File: config.mk
export PLATFORM = sky130hd
export DESIGN_NAME = audio_channel_remix_core_flat
export DESIGN_NICKNAME = d
export VERILOG_FILES = /design/src/rtl/acr_pkg.sv /design/src/rtl/acr_if.sv /design/src/rtl/acr_mix.sv /design/src/rtl/acr_lane.sv /design/src/rtl/audio_channel_remix_core.sv /design/src/flat_wrapper.sv
export SDC_FILE = /design/constraint.sdc
export NUM_CORES = 2
export LEC_CHECK = 0
export BUFFER_PORTS_ARGS = -buffer_cell sky130_fd_sc_hd__buf_2
export CAP_MARGIN = 0
export CORE_ASPECT_RATIO = 0.5
export CORE_MARGIN = 1.5
export CORE_UTILIZATION = 35
export CTS_CLUSTER_SIZE = 28
export DETAILED_ROUTE_END_ITERATION = 8
export PLACE_DENSITY = 0.52
export SYNTH_ARGS = -nofsm -noshare
export SYNTH_HDL_FRONTEND = slang
export SYNTH_SLANG_ARGS = --single-unit
export TNS_END_PERCENT = 50
File: constraint.sdc
create_clock -name clk -period 23.3 [get_ports clk]
set_clock_uncertainty 0.15 [all_clocks]
set_input_delay 3.495 -clock clk [delete_from_list [all_inputs] [get_ports clk]]
set_output_delay 3.495 -clock clk [all_outputs]
set_load 0.01 [all_outputs]
File: src/rtl/acr_pkg.sv
package acr_pkg;

  localparam int NUM_CH = 6;
  localparam int CNT_W = 3;
  localparam int CFG_IDX_W = 1;

  // configuration register indexes
  localparam logic [CFG_IDX_W-1:0] REG_IN_CH  = 1'b0;
  localparam logic [CFG_IDX_W-1:0] REG_OUT_CH = 1'b1;

  localparam logic [CNT_W-1:0] CNT_RESET = 3'd2;
  localparam logic [CNT_W-1:0] CNT_MIN   = 3'd1;
  localparam logic [CNT_W-1:0] CNT_MAX   = 3'd6;

  // rounding divisor of one output lane
  typedef enum logic [2:0] {
    DIV_1,
    DIV_2,
    DIV_3,
    DIV_4,
    DIV_5,
    DIV_6,
    DIV_8
  } acr_div_t;

  // long-division stages, eight quotient bits each, over a (w+2)-bit dividend
  function automatic int div_stages(int w);
    return (w + 9) >> 3;
  endfunction

  // power-of-two part of the divisor
  function automatic logic [1:0] div_shift(acr_div_t d);
    case (d)
      DIV_2, DIV_6: return 2'd1;
      DIV_4:        return 2'd2;
      DIV_8:        return 2'd3;
      default:      return 2'd0;
    endcase
  endfunction

  // odd part of the divisor
  function automatic logic [2:0] div_odd(acr_div_t d);
    case (d)
      DIV_3, DIV_6: return 3'd3;
      DIV_5:        return 3'd5;
      default:      return 3'd1;
    endcase
  endfunction

  // half the divisor, added to the magnitude for round to nearest
  function automatic logic [2:0] div_bias(acr_div_t d);
    case (d)
      DIV_2, DIV_3: return 3'd1;
      DIV_4, DIV_5: return 3'd2;
      DIV_6:        return 3'd3;
      DIV_8:        return 3'd4;
      default:      return 3'd0;
    endcase
  endfunction

  // zero counts as one channel, seven as six
  function automatic logic [CNT_W-1:0] eff_count(logic [CNT_W-1:0] r);
    if (r == '0) begin
      return CNT_MIN;
    end
    if (r > CNT_MAX) begin
      return CNT_MAX;
    end
    return r;
  endfunction

endpackage

File: src/rtl/acr_if.sv
interface acr_in_if #(parameter int W = 16);
  logic                valid;
  logic                ready;
  logic signed [W-1:0] in_ch1;
  logic signed [W-1:0] in_ch2;
  logic signed [W-1:0] in_ch3;
  logic signed [W-1:0] in_ch4;
  logic signed [W-1:0] in_ch5;
  logic signed [W-1:0] in_ch6;

  modport source (
    output valid, in_ch1, in_ch2, in_ch3, in_ch4, in_ch5, in_ch6,
    input  ready
  );
  modport sink (
    input  valid, in_ch1, in_ch2, in_ch3, in_ch4, in_ch5, in_ch6,
    output ready
  );
endinterface

interface acr_out_if #(parameter int W = 16);
  logic                valid;
  logic                ready;
  logic signed [W-1:0] out_ch1;
  logic signed [W-1:0] out_ch2;
  logic signed [W-1:0] out_ch3;
  logic signed [W-1:0] out_ch4;
  logic signed [W-1:0] out_ch5;
  logic signed [W-1:0] out_ch6;

  modport source (
    output valid, out_ch1, out_ch2, out_ch3, out_ch4, out_ch5, out_ch6,
    input  ready
  );
  modport sink (
    input  valid, out_ch1, out_ch2, out_ch3, out_ch4, out_ch5, out_ch6,
    output ready
  );
endinterface

File: src/rtl/acr_mix.sv
module acr_mix import acr_pkg::*; #(
  parameter int W = 16
) (
  input  logic                             clk,
  input  logic                             load,
  input  logic [CNT_W-1:0]                 ic,
  input  logic [CNT_W-1:0]                 oc,
  input  logic [NUM_CH-1:0][W-1:0]         smp,
  output logic [NUM_CH-1:0][W+3:0]         num_r,
  output acr_div_t [NUM_CH-1:0]            dc_r,
  output logic [NUM_CH-1:0][W-1:0]         add_r,
  output logic [NUM_CH-1:0]                used_r
);

  localparam int NW = W + 4;

  logic signed [NW-1:0] xe [NUM_CH];
  logic signed [NW-1:0] a, b, c, d, e, f;
  logic signed [NW-1:0] pn, qn, m2, s3, s4, s5, s6;
  logic signed [NW-1:0] l3, r3, ac, bd, l5, r5, l8, r8, ad, ce;
  logic [W-1:0]         fw;

  logic [NUM_CH-1:0][NW-1:0] num_nxt;
  acr_div_t [NUM_CH-1:0]     dc_nxt;
  logic [NUM_CH-1:0][W-1:0]  add_nxt;
  logic [NUM_CH-1:0]         used_nxt;

  // channels beyond the input count read as zero
  for (genvar i = 0; i < NUM_CH; i++) begin : g_ch
    assign xe[i]       = (CNT_W'(i) < ic) ? NW'($signed(smp[i])) : '0;
    assign used_nxt[i] = (CNT_W'(i) < oc);
  end

  assign a  = xe[0];
  assign b  = xe[1];
  assign c  = xe[2];
  assign d  = xe[3];
  assign e  = xe[4];
  assign f  = xe[5];
  assign fw = f[W-1:0];

  // shared numerators
  assign pn = (a <<< 2) + a - b;
  assign qn = (b <<< 2) + b - a;
  assign m2 = a + b;
  assign s3 = m2 + c;
  assign s4 = s3 + d;
  assign s5 = s4 + e;
  assign s6 = s5 + f;
  assign l3 = (a <<< 1) + b;
  assign r3 = b + (c <<< 1);
  assign ac = a + c;
  assign bd = b + d;
  assign l5 = l3 + (d <<< 1);
  assign r5 = r3 + (e <<< 1);
  assign l8 = (ac <<< 2) + ac - bd;
  assign r8 = (bd <<< 2) + bd - ac;
  assign ad = a + d;
  assign ce = c + e;

  always_comb begin
    num_nxt = '0;
    dc_nxt  = {NUM_CH{DIV_1}};
    add_nxt = '0;
    if (ic == oc) begin
      num_nxt = {f, e, d, c, b, a};
    end else if (oc == CNT_MIN) begin
      // mono: rounded average over the full sum
      num_nxt[0] = s6;
      case (ic)
        3'd2:    dc_nxt[0] = DIV_2;
        3'd3:    dc_nxt[0] = DIV_3;
        3'd4:    dc_nxt[0] = DIV_4;
        3'd5:    dc_nxt[0] = DIV_5;
        default: dc_nxt[0] = DIV_6;
      endcase
    end else if (ic == CNT_MIN) begin
      num_nxt = {a, a, a, a, a, a};
    end else begin
      case (oc)
        3'd2: begin
          if (ic == 3'd3) begin
            num_nxt[1:0] = {r3, l3};
            dc_nxt[1:0]  = {DIV_3, DIV_3};
          end else if (ic == 3'd4) begin
            num_nxt[1:0] = {bd, ac};
            dc_nxt[1:0]  = {DIV_2, DIV_2};
          end else begin
            num_nxt[1:0] = {r5, l5};
            dc_nxt[1:0]  = {DIV_5, DIV_5};
            add_nxt[1:0] = {fw, fw};
          end
        end
        3'd3: begin
          if (ic == 3'd2) begin
            num_nxt[2:0] = {qn, m2, pn};
            dc_nxt[2:0]  = {DIV_4, DIV_2, DIV_4};
          end else if (ic == 3'd4) begin
            num_nxt[2:0] = {r8, s4, l8};
            dc_nxt[2:0]  = {DIV_8, DIV_4, DIV_8};
          end else begin
            num_nxt[2:0] = {ce, b, ad};
            dc_nxt[2:0]  = {DIV_2, DIV_1, DIV_2};
            add_nxt[2:0] = {fw, fw, fw};
          end
        end
        3'd4: begin
          if (ic == 3'd2) begin
            num_nxt[3:0] = {b, a, b, a};
          end else if (ic == 3'd3) begin
            num_nxt[3:0] = {r3, l3, r3, l3};
            dc_nxt[3:0]  = {DIV_3, DIV_3, DIV_3, DIV_3};
          end else begin
            num_nxt[3:0] = {e, d, r3, l3};
            dc_nxt[3:0]  = {DIV_1, DIV_1, DIV_3, DIV_3};
            add_nxt[3:0] = {fw, fw, fw, fw};
          end
        end
        3'd5: begin
          if (ic == 3'd2) begin
            num_nxt[4:0] = {qn, pn, qn, m2, pn};
            dc_nxt[4:0]  = {DIV_4, DIV_4, DIV_4, DIV_2, DIV_4};
          end else if (ic == 3'd3) begin
            num_nxt[4:0] = {c, a, c, b, a};
          end else if (ic == 3'd4) begin
            num_nxt[4:0] = {qn, pn, qn, s4, pn};
            dc_nxt[4:0]  = {DIV_4, DIV_4, DIV_4, DIV_4, DIV_4};
          end else begin
            num_nxt[4:0] = {e, d, c, b, a};
            add_nxt[4:0] = {fw, fw, fw, fw, fw};
          end
        end
        default: begin
          if (ic == 3'd2) begin
            num_nxt = {m2, qn, pn, qn, m2, pn};
            dc_nxt  = {DIV_2, DIV_4, DIV_4, DIV_4, DIV_2, DIV_4};
          end else if (ic == 3'd3) begin
            num_nxt = {s3, c, a, c, b, a};
            dc_nxt  = {DIV_3, DIV_1, DIV_1, DIV_1, DIV_1, DIV_1};
          end else if (ic == 3'd4) begin
            num_nxt = {s4, qn, pn, qn, s4, pn};
            dc_nxt  = {DIV_4, DIV_4, DIV_4, DIV_4, DIV_4, DIV_4};
          end else begin
            num_nxt = {s5, e, d, c, b, a};
            dc_nxt  = {DIV_5, DIV_1, DIV_1, DIV_1, DIV_1, DIV_1};
          end
        end
      endcase
    end
  end

  always_ff @(posedge clk) begin
    if (load) begin
      num_r  <= num_nxt;
      dc_r   <= dc_nxt;
      add_r  <= add_nxt;
      used_r <= used_nxt;
    end
  end

endmodule

File: src/rtl/acr_lane.sv
module acr_lane import acr_pkg::*; #(
  parameter int W = 16
) (
  input  logic                          clk,
  input  logic [div_stages(W)+1:0]      ld,
  input  logic [W+3:0]                  num,
  input  acr_div_t                      dc,
  input  logic [W-1:0]                  add,
  input  logic                          used,
  output logic [W-1:0]                  y_r
);

  localparam int NW = W + 4;
  localparam int MW = W + 2;
  localparam int SW = W + 3;
  localparam int ND = div_stages(W);

  localparam logic signed [SW-1:0] SAT_HI = {{(SW-W+1){1'b0}}, {(W-1){1'b1}}};
  localparam logic signed [SW-1:0] SAT_LO = {{(SW-W+1){1'b1}}, {(W-1){1'b0}}};

  // per-stage payload, index 0 is the rounding prep stage
  logic [MW-1:0] xq_r   [ND+1];
  logic [2:0]    rem_r  [ND+1];
  logic [2:0]    dv_r   [ND+1];
  logic          sgn_r  [ND+1];
  logic [W-1:0]  add_r  [ND+1];
  logic          used_r [ND+1];

  // prep: magnitude plus half the divisor, then the power-of-two shift
  logic [NW-1:0] neg;
  logic [NW-2:0] mag;
  logic [NW-2:0] biased;
  logic [NW-2:0] shifted;

  assign neg     = -num;
  assign mag     = num[NW-1] ? neg[NW-2:0] : num[NW-2:0];
  assign biased  = mag + (NW-1)'(div_bias(dc));
  assign shifted = biased >> div_shift(dc);

  always_ff @(posedge clk) begin
    if (ld[0]) begin
      xq_r[0]   <= shifted[MW-1:0];
      rem_r[0]  <= '0;
      dv_r[0]   <= div_odd(dc);
      sgn_r[0]  <= num[NW-1];
      add_r[0]  <= add;
      used_r[0] <= used;
    end
  end

  // long division by the odd part, msb first, quotient bits overwrite dividend bits
  for (genvar j = 0; j < ND; j++) begin : g_div
    localparam int HI = MW - 1 - 8 * j;
    localparam int NB = (HI + 1 < 8) ? HI + 1 : 8;

    logic [3:0]    t  [NB];
    logic [2:0]    rc [NB+1];
    logic [NB-1:0] qb;
    logic [MW-1:0] x_nxt;

    assign rc[0] = rem_r[j];

    for (genvar s = 0; s < NB; s++) begin : g_bit
      assign t[s]          = {rc[s], xq_r[j][HI-s]};
      assign qb[NB-1-s]    = (t[s] >= {1'b0, dv_r[j]});
      assign rc[s+1]       = qb[NB-1-s] ? 3'(t[s] - {1'b0, dv_r[j]}) : t[s][2:0];
    end

    always_comb begin
      x_nxt             = xq_r[j];
      x_nxt[HI -: NB]   = qb;
    end

    always_ff @(posedge clk) begin
      if (ld[j+1]) begin
        xq_r[j+1]   <= x_nxt;
        rem_r[j+1]  <= rc[NB];
        dv_r[j+1]   <= dv_r[j];
        sgn_r[j+1]  <= sgn_r[j];
        add_r[j+1]  <= add_r[j];
        used_r[j+1] <= used_r[j];
      end
    end
  end

  // restore sign, add the late term, saturate
  logic signed [SW-1:0] qs;
  logic signed [SW-1:0] val;
  logic signed [SW-1:0] sum;
  logic [W-1:0]         y_nxt;

  assign qs  = $signed({1'b0, xq_r[ND]});
  assign val = sgn_r[ND] ? -qs : qs;
  assign sum = val + SW'($signed(add_r[ND]));

  always_comb begin
    if (!used_r[ND]) begin
      y_nxt = '0;
    end else if (sum > SAT_HI) begin
      y_nxt = SAT_HI[W-1:0];
    end else if (sum < SAT_LO) begin
      y_nxt = SAT_LO[W-1:0];
    end else begin
      y_nxt = sum[W-1:0];
    end
  end

  always_ff @(posedge clk) begin
    if (ld[ND+1]) begin
      y_r <= y_nxt;
    end
  end

endmodule

File: src/rtl/audio_channel_remix_core.sv
// pipeline: a result passes the registered mix stage, rounding prep stage, div_stages
//   long-division stages and saturation/output stage after its input transaction
// throughput: one frame per cycle unless the output stalls; the long-division pipeline
//   retires eight quotient bits per stage, and every unstalled stage takes a new frame each cycle
// reset: rst_n is synchronous, active low; it empties the pipeline and sets
//   both channel counts to 2
module audio_channel_remix_core import acr_pkg::*; #(
  parameter int SAMPLE_BITS = 16
) (
  input  logic                 clk,
  input  logic                 rst_n,
  acr_in_if.sink               in_bus,
  acr_out_if.source            out_bus,
  input  logic                 cfg_we,
  input  logic [CFG_IDX_W-1:0] cfg_idx,
  input  logic [CNT_W-1:0]     cfg_data
);

  localparam int NDIV  = div_stages(SAMPLE_BITS);
  // mix stage, rounding prep, division stages, saturation/output stage
  localparam int DEPTH = NDIV + 3;
  localparam int NW    = SAMPLE_BITS + 4;

  // channel count registers
  logic [CNT_W-1:0] in_cnt_r;
  logic [CNT_W-1:0] out_cnt_r;
  logic [CNT_W-1:0] ic_eff;
  logic [CNT_W-1:0] oc_eff;

  always_ff @(posedge clk) begin
    if (!rst_n) begin
      in_cnt_r  <= CNT_RESET;
      out_cnt_r <= CNT_RESET;
    end else if (cfg_we) begin
      case (cfg_idx)
        REG_IN_CH:  in_cnt_r  <= cfg_data;
        REG_OUT_CH: out_cnt_r <= cfg_data;
        default: ;
      endcase
    end
  end

  // counts must only change while idle, which the block does not enforce; the mix stage reads them directly
  assign ic_eff = eff_count(in_cnt_r);
  assign oc_eff = eff_count(out_cnt_r);

  // pipeline control: one valid bit per stage, a stage loads when it is empty
  // or its content moves on; bubbles collapse behind a stalled output
  logic [DEPTH-1:0] v_r;
  logic [DEPTH-1:0] v_nxt;
  logic [DEPTH-1:0] rdy;
  logic [DEPTH-1:0] ld;
  logic [DEPTH-1:0] src;

  assign rdy[DEPTH-1] = !v_r[DEPTH-1] || out_bus.ready;
  assign src[0]       = in_bus.valid;

  for (genvar s = 0; s < DEPTH - 1; s++) begin : g_ctl
    assign rdy[s]   = !v_r[s] || rdy[s+1];
    assign src[s+1] = v_r[s];
  end

  assign ld    = rdy & src;
  assign v_nxt = (rdy & src) | (~rdy & v_r);

  always_ff @(posedge clk) begin
    if (!rst_n) begin
      v_r <= '0;
    end else begin
      v_r <= v_nxt;
    end
  end

  assign in_bus.ready  = rdy[0];
  assign out_bus.valid = v_r[DEPTH-1];

  // stage 0: channel masking and the weighting formulas
  logic [NUM_CH-1:0][SAMPLE_BITS-1:0] smp;
  logic [NUM_CH-1:0][NW-1:0]          num;
  acr_div_t [NUM_CH-1:0]              dc;
  logic [NUM_CH-1:0][SAMPLE_BITS-1:0] add;
  logic [NUM_CH-1:0]                  used;
  logic [NUM_CH-1:0][SAMPLE_BITS-1:0] y;

  assign smp = {in_bus.in_ch6, in_bus.in_ch5, in_bus.in_ch4,
                in_bus.in_ch3, in_bus.in_ch2, in_bus.in_ch1};

  acr_mix #(.W(SAMPLE_BITS)) u_mix (
    .clk    (clk),
    .load   (ld[0]),
    .ic     (ic_eff),
    .oc     (oc_eff),
    .smp    (smp),
    .num_r  (num),
    .dc_r   (dc),
    .add_r  (add),
    .used_r (used)
  );

  // later stages: one rounding divider and saturator per output channel
  for (genvar l = 0; l < NUM_CH; l++) begin : g_lane
    acr_lane #(.W(SAMPLE_BITS)) u_lane (
      .clk  (clk),
      .ld   (ld[DEPTH-1:1]),
      .num  (num[l]),
      .dc   (dc[l]),
      .add  (add[l]),
      .used (used[l]),
      .y_r  (y[l])
    );
  end

  assign out_bus.out_ch1 = y[0];
  assign out_bus.out_ch2 = y[1];
  assign out_bus.out_ch3 = y[2];
  assign out_bus.out_ch4 = y[3];
  assign out_bus.out_ch5 = y[4];
  assign out_bus.out_ch6 = y[5];

  // reset empties every stage
  a_reset_empty: assert property (@(posedge clk) !rst_n |=> v_r == '0)
    else $error("pipeline not empty after reset");

  // an accepted transaction occupies the first stage next cycle
  a_accept_enters: assert property (@(posedge clk) disable iff (!rst_n)
    in_bus.valid && in_bus.ready |=> v_r[0])
    else $error("accepted transaction lost at pipeline entry");

  // input backpressure only when every stage holds a frame
  a_block_when_full: assert property (@(posedge clk) disable iff (!rst_n)
    !in_bus.ready |-> (&v_r))
    else $error("input blocked with a bubble in the pipeline");

  // channel six is zero whenever fewer than six outputs are configured
  a_unused_ch6: assert property (@(posedge clk) disable iff (!rst_n)
    out_bus.valid && oc_eff < CNT_MAX |-> out_bus.out_ch6 == '0)
    else $error("unused output channel six not zero");

  // mono output leaves every other channel at zero
  a_mono_zero: assert property (@(posedge clk) disable iff (!rst_n)
    out_bus.valid && oc_eff == CNT_MIN |->
      out_bus.out_ch2 == '0 && out_bus.out_ch3 == '0 && out_bus.out_ch4 == '0 &&
      out_bus.out_ch5 == '0)
    else $error("mono output with nonzero extra channels");

endmodule
File: src/flat_wrapper.sv
// flat-port wrapper written by rule: the top's interface ports become plain ports
module audio_channel_remix_core_flat import acr_pkg::*;
#(
  parameter int SAMPLE_BITS = 16
)
  (clk, rst_n, cfg_we, cfg_idx, cfg_data, in_bus_valid, in_bus_in_ch1, in_bus_in_ch2, in_bus_in_ch3, in_bus_in_ch4, in_bus_in_ch5, in_bus_in_ch6, in_bus_ready, out_bus_valid, out_bus_out_ch1, out_bus_out_ch2, out_bus_out_ch3, out_bus_out_ch4, out_bus_out_ch5, out_bus_out_ch6, out_bus_ready);
  acr_in_if in_bus_i ();
  acr_out_if out_bus_i ();
  input  logic clk;
  input  logic rst_n;
  input  logic cfg_we;
  input  logic [CFG_IDX_W-1:0] cfg_idx;
  input  logic [CNT_W-1:0] cfg_data;
  input wire logic [$bits(in_bus_i.valid)-1:0] in_bus_valid;
  input wire logic [$bits(in_bus_i.in_ch1)-1:0] in_bus_in_ch1;
  input wire logic [$bits(in_bus_i.in_ch2)-1:0] in_bus_in_ch2;
  input wire logic [$bits(in_bus_i.in_ch3)-1:0] in_bus_in_ch3;
  input wire logic [$bits(in_bus_i.in_ch4)-1:0] in_bus_in_ch4;
  input wire logic [$bits(in_bus_i.in_ch5)-1:0] in_bus_in_ch5;
  input wire logic [$bits(in_bus_i.in_ch6)-1:0] in_bus_in_ch6;
  output wire logic [$bits(in_bus_i.ready)-1:0] in_bus_ready;
  output wire logic [$bits(out_bus_i.valid)-1:0] out_bus_valid;
  output wire logic [$bits(out_bus_i.out_ch1)-1:0] out_bus_out_ch1;
  output wire logic [$bits(out_bus_i.out_ch2)-1:0] out_bus_out_ch2;
  output wire logic [$bits(out_bus_i.out_ch3)-1:0] out_bus_out_ch3;
  output wire logic [$bits(out_bus_i.out_ch4)-1:0] out_bus_out_ch4;
  output wire logic [$bits(out_bus_i.out_ch5)-1:0] out_bus_out_ch5;
  output wire logic [$bits(out_bus_i.out_ch6)-1:0] out_bus_out_ch6;
  input wire logic [$bits(out_bus_i.ready)-1:0] out_bus_ready;
  assign in_bus_i.valid = in_bus_valid;
  assign in_bus_i.in_ch1 = in_bus_in_ch1;
  assign in_bus_i.in_ch2 = in_bus_in_ch2;
  assign in_bus_i.in_ch3 = in_bus_in_ch3;
  assign in_bus_i.in_ch4 = in_bus_in_ch4;
  assign in_bus_i.in_ch5 = in_bus_in_ch5;
  assign in_bus_i.in_ch6 = in_bus_in_ch6;
  assign in_bus_ready = in_bus_i.ready;
  assign out_bus_valid = out_bus_i.valid;
  assign out_bus_out_ch1 = out_bus_i.out_ch1;
  assign out_bus_out_ch2 = out_bus_i.out_ch2;
  assign out_bus_out_ch3 = out_bus_i.out_ch3;
  assign out_bus_out_ch4 = out_bus_i.out_ch4;
  assign out_bus_out_ch5 = out_bus_i.out_ch5;
  assign out_bus_out_ch6 = out_bus_i.out_ch6;
  assign out_bus_i.ready = out_bus_ready;
  audio_channel_remix_core #(.SAMPLE_BITS(SAMPLE_BITS)) u_core (.clk(clk), .rst_n(rst_n), .in_bus(in_bus_i), .out_bus(out_bus_i), .cfg_we(cfg_we), .cfg_idx(cfg_idx), .cfg_data(cfg_data));
endmodule
; Word level (Yosys, flattened, before mapping)
; Memories as Yosys holds them, arrays and structs flattened.
; Index checks and enable logic that the tools add are counted.
; Widths: inputs -> output; s select.
[totals]
output_inout_bits = 98
ff_bits = 332
word_cells = 713
mem_count = 36
ram_bits = 1008
[memory_table]
columns = memory, depth, width, read_ports, rd_ports_with_merged_regs, write_ports, line
row1 = u_core.g_lane[0].u_lane.xq_r, 4, 18, 4, 0, 4, acr_lane.sv:22  ; logic [MW-1:0] xq_r [ND+1];
row2 = u_core.g_lane[1].u_lane.xq_r, 4, 18, 4, 0, 4, acr_lane.sv:22
row3 = u_core.g_lane[2].u_lane.xq_r, 4, 18, 4, 0, 4, acr_lane.sv:22
row4 = u_core.g_lane[3].u_lane.xq_r, 4, 18, 4, 0, 4, acr_lane.sv:22
row5 = u_core.g_lane[4].u_lane.xq_r, 4, 18, 4, 0, 4, acr_lane.sv:22
row6 = u_core.g_lane[5].u_lane.xq_r, 4, 18, 4, 0, 4, acr_lane.sv:22
row7 = 30 more memories, n/a, n/a, n/a, n/a, n/a, n/a
[op_classes]
shift = 6
addsub = 153
mux = 236
magnitude_cmp = 134
bitwise_logic = 12
n_reduce_logical = 54
n_eq_ne = 47
[op_table]
columns = operator, n
row1 = $mux 120, 5
row2 = $ge 4x3->1, 108
row3 = $mux 100, 4
row4 = $mux 3, 124
row5 = $add 20x20->20, 17
row6 = $sub 3x3->3, 108
row7 = $mux 64, 5
row8 = $mux 19, 12
row9 = $mux 20, 8
row10 = $mux 80, 2
row11 = $pmux 40 s4, 1
row12 = $pmux 32 s4, 1
row13 = $mux 60, 2
row14 = $add 19x16->19, 6
row15 = $add 19x3->19, 6
row16 = $gt 19x16->1 const B, 6
row17 = $lt 19x16->1 const B, 6
row18 = $neg 18->19, 6
row19 = $neg 19->19, 6
row20 = $shr 19x2->18, 6
row21 = $mux 16, 6
row22 = $mux 48, 2
row23 = $pmux 3 s4, 8
row24 = $mux 15, 6
row25 = 41 further kinds, 181

; Longest topological paths before layout
[logic_depth]
word_depth = 18
mapped_depth = 52
depth_no_buf = 52

; Hierarchy
; Synthesis repeated with hierarchy kept, for this count alone.
[hier_totals]
hier_cells = 9609
area_unflattened_um2 = 94416.8
[modules_own_cells]
columns = module, cells_each, seq_area_each_um2, n_inst, area_per_inst_um2
row1 = acr_lane (u_core.g_lane[3].u_lane ...), 904, 5165.0, 3, 10416.2
row2 = acr_mix, 4105, 6125.9, 1, 31102.3
row3 = acr_lane (u_core.g_lane[0].u_lane ...), 901, 5165.0, 2, 10397.5
row4 = acr_lane (u_core.g_lane[2].u_lane), 931, 5165.0, 1, 10731.5
row5 = audio_channel_remix_core, 59, 240.2, 1, 539.3

; Least setup slack after synthesis
; No wires, ideal clock.
[synth_timing]
path_kind = input port to flip-flop
from = input port out_bus_ready
to = memory u_core.g_lane[0].u_lane.add_r[0][0], enable pin
path_stages = 4
arrival_ns = 17.903
path_buffers = 0
setup_ns = 1.040
path_slack_ns = 4.207
required_ns = 22.110
path_cell_list = nor2b_1 > and3_1 > and2_0 > a21boi_0
[synth_rtl]
columns = element, line
row1 = start: declaration, flat_wrapper.sv:29  ; input wire logic [$bits(out_bus_i.ready)-1:0] out_bus_ready;
row2 = end: declaration, acr_lane.sv:26  ; logic [W-1:0] add_r [ND+1];

==> results.yml <==
timing:
  hold_viol: 0
  rsz0062_at_grt: "false"
  max_freq_mhz: 79.56
  period_needed_ns: 12.57
  slew_violations: 0
  slew_headroom: 0.1089
  worst_pin_slew_ns: 1.332
  tns_ns: 0
  period_share: 0.5394
  holdWs_ns: 0.2565
  finalSetupViolCount: 0
clock_tree:
  h-tree-depth: 3
  root_buffer: "clkbuf_16"
  cts_hold_buf: 0
  clkTransAtPathRegs_ns: 0.07
  cts_resized: 0
  cts_buffers: 112
  clock_latency_ns: 0.75
  cts.sinks: 1108
  post_cts_buffers: 0
  clk_path_buf_depth: 3
  cts_tree: "done"
grt:
  grt_pass1_wl_mm: 399.3
  grtUsageTotal: 0.2288
  grt.overflow.total: 0
  grt_max_degree: 156
  antenna_found_initial: 33
  grt_pass1_vias: 59243
worst_setup_path:
  cpPeakStageDelay_ns: 0.54
  cp.arrival_ns: 12.90
  cpMaxStageDelayCell: "inv_1"
  r2r_slack_ns: 10.73
  end_kind: "flop"
  worstPathMaxFanout: 15
  worstRegToRegCells: 50
  timing_worst_setup_path_type: "flop to flop"
  worst_ep_required_time_ns: 23.63
  r2r_start: "u_core.g_lane[2].u_lane.dv_r[1][1]"
  path_common_cell: "ha_1"
  critPathLaunchType: "flop"
  r2r_end: "u_core.g_lane[2].u_lane.rem_r[2][1]"
die:
  die_x_um: 683.5
  initial_utilization: 0.3534
  rows: 124
  core-area_um2: 229300
  ios: 203
  design.die.area_um2: 234600
  die_h_um: 343.2
route:
  vias_per_cell: 5.532
  dr_wl_met3_mm: 19.51
  met1Wirelength_mm: 129.5
  routed_wl_mm: 276.7
  wl_per_cell_um: 24.39
  drt_iter0_drc: 6483
  drcViolationCount: 0
  maxUsedRoutingLayer: "met5"
  dr_wl_met2_mm: 115.3
  first_pass_iters: 8
  vias: 62766
  ant_nets: 0
power_and_ir_drop:
  totalPowerFinal_mw: 11.58
  cellLeakagePower_nw: 35.52
  power.density_nw_per_um2: 128.8
  vdd_drop_max_mv: 0.2089
finish:
  areaGrowthSynthToFinish_pct: 10.97
  drive_gt1_frac: 0.08266
  layout_commonest_cell: "edfxtp_1"
  fin_nets: 9131
  mostFrequentLayoutCells: "1096 x edfxtp_1, 695 x ha_1, 599 x nand2_1"
logic_synthesis:
  synth_seq_area_share: 0.4091
  avgSynthCellArea_um2: 10.16
  synth_edf_count: 1096
  ys.flop_type: "edfxtp_1"
  synth_cell_types: 110
  syn_nets: 8949
  synth_area_um2: 81040
  async_reset_ff_frac: 0
  synth-seq-cells: 1108
  postSynthCellCount: 7976
  ys_warn_count: 0
worst_hold_path:
  worstHoldEndpoint: "u_core.g_lane[4].u_lane.add_r[3][7]"
  hold_start: "u_core.g_lane[4].u_lane.add_r[2][7]"
  hold_path_depth: 0
  hold_path_class: "flop to flop"
placement:
  dp_hpwl_mm: 214.1
  io_buffers: 202
  gp_congestion: 1.004
flow_run:
  drv_cap: 0
status:
  outcome: "completed"
==> sequential cells by signal, indices dropped and copies added (netlist names) <==
register and cells:
u_core.g_lane.u_lane.add_r 256, u_core.g_lane.u_lane.dv_r 27, u_core.g_lane.u_lane.rem_r 33, u_core.g_lane.u_lane.sgn_r 24, u_core.g_lane.u_lane.used_r 24, u_core.g_lane.u_lane.xq_r 432, u_core.g_lane.u_lane.y_r 96, u_core.in_cnt_r 3
u_core.out_cnt_r 3, u_core.u_mix.add_r 64, u_core.u_mix.dc_r 14, u_core.u_mix.num_r 120, u_core.u_mix.used_r 6, u_core.v_r 6
==> cells by family after synthesis <==
logic type | count (synthesis) | share of synthesized area
buffers and inverters | 838 | 0.03906
adder cells (fa/ha/maj) | 868 | 0.1499
XOR/XNOR | 751 | 0.08134
AO/OA/AOI/OAI | 2258 | 0.1815
flip-flops | 1108 | 0.4091
AND/OR/NAND/NOR | 1957 | 0.1140
multiplexers | 196 | 0.02518
==> where the power goes <==
| part | switching [mW] | total, mW | internal, mW | leakage [nW] |
|---|---|---|---|---|
| clock network | 0.789 | 1.92 | 1.13 | 1.87 |
| registers | 0.124 | 2.74 | 2.62 | 10.3 |
| logic | 4.10 | 6.92 | 2.82 | 23.3 |
| total | 5.01 | 11.6 | 6.57 | 35.5 |
==> metrics by stage <==
stage	worst slack (ns)	cell area, um^2	util	std cells
floorplan	4.207	81040	-	7976
global placement	10.98	86030	0.3752	11131
detailed placement	10.83	86030	0.3752	11131
CTS	10.74	89910	0.3921	11338
global route	9.527	89910	0.3921	11338
finish	10.73	89930	0.3922	11345
==> worst max-delay path by stage <==
| stage | slack (ns) | to | start |
|---|---|---|---|
| finish | 10.73 | u_core.g_lane[2].u_lane.rem_r[2][1] | u_core.g_lane[2].u_lane.dv_r[1][1] |
| global route | 9.53 | u_core.g_lane[2].u_lane.rem_r[2][1] | u_core.g_lane[2].u_lane.dv_r[1][1] |
| CTS | 10.74 | u_core.g_lane[2].u_lane.rem_r[2][1] | u_core.g_lane[2].u_lane.dv_r[1][1] |
| detailed placement | 10.83 | u_core.g_lane[2].u_lane.rem_r[2][1] | u_core.g_lane[2].u_lane.dv_r[1][1] |
| global placement | 10.98 | u_core.g_lane[2].u_lane.rem_r[2][1] | u_core.g_lane[2].u_lane.dv_r[1][1] |
| floorplan | 4.21 | u_core.g_lane[0].u_lane.add_r[0][0] | out_bus_ready |
==> per-layer routing <==
layer | vias up | track usage
li1 | 29546 | -
met1 | 30442 | 0.3305
met2 | 2331 | 0.3429
met3 | 437 | 0.03651
met4 | 10 | 0.09049
met5 | - | 0
==> cell usage after synthesis (all sizes together), types with 76 or more instances <==
| library cell | number | area, um^2 |
|---|---|---|
| ha | 697 | 8721 |
| a21o | 176 | 1321 |
| or3 | 76 | 495.5 |
| xnor2 | 460 | 4029 |
| clkbuf | 222 | 833.3 |
| nand2 | 602 | 2262 |
| a21oi | 532 | 2666 |
| nand3 | 106 | 530.5 |
| edfxtp | 1096 | 32910 |
| o21ai | 563 | 2821 |
| nor3 | 137 | 739.5 |
| mux2i | 136 | 1361 |
| nor2 | 583 | 2191 |
| inv | 592 | 2222 |
| xor2 | 290 | 2540 |
| o21a | 104 | 780.8 |
| a211oi | 84 | 655.6 |
| o31ai | 106 | 800.8 |
| o22ai | 112 | 700.7 |
| fa | 171 | 3423 |
| nand2b | 116 | 725.7 |
| nor2b | 89 | 556.8 |
==> area by class of cell <==
| class | instances | area, um^2 |
|---|---|---|
| fill | 22684 | 139400 |
| antenna | 7 | 17.52 |
| clock inverter | 70 | 899.6 |
| multi-input combinational | 6030 | 44890 |
| tap | 3087 | 3862 |
| timing repair buffer | 313 | 1907 |
| sequential | 1108 | 33150 |
| inverter | 593 | 2226 |
| clock buffer | 137 | 2980 |
==> critical path: cells and delay by family, from the launching register on <==
family,cells,cell delay [ns]
AOI/OAI and AO/OA,14,3.08
xor gates and xnor gates,7,1.91
adders and majority gates,16,3.94
buffers and inverters,2,0.63
DFF,1,0.43
muxes,1,0.35
and+or+nand+nor,10,1.81
Note: power is estimated with default switching activity, not from simulation.
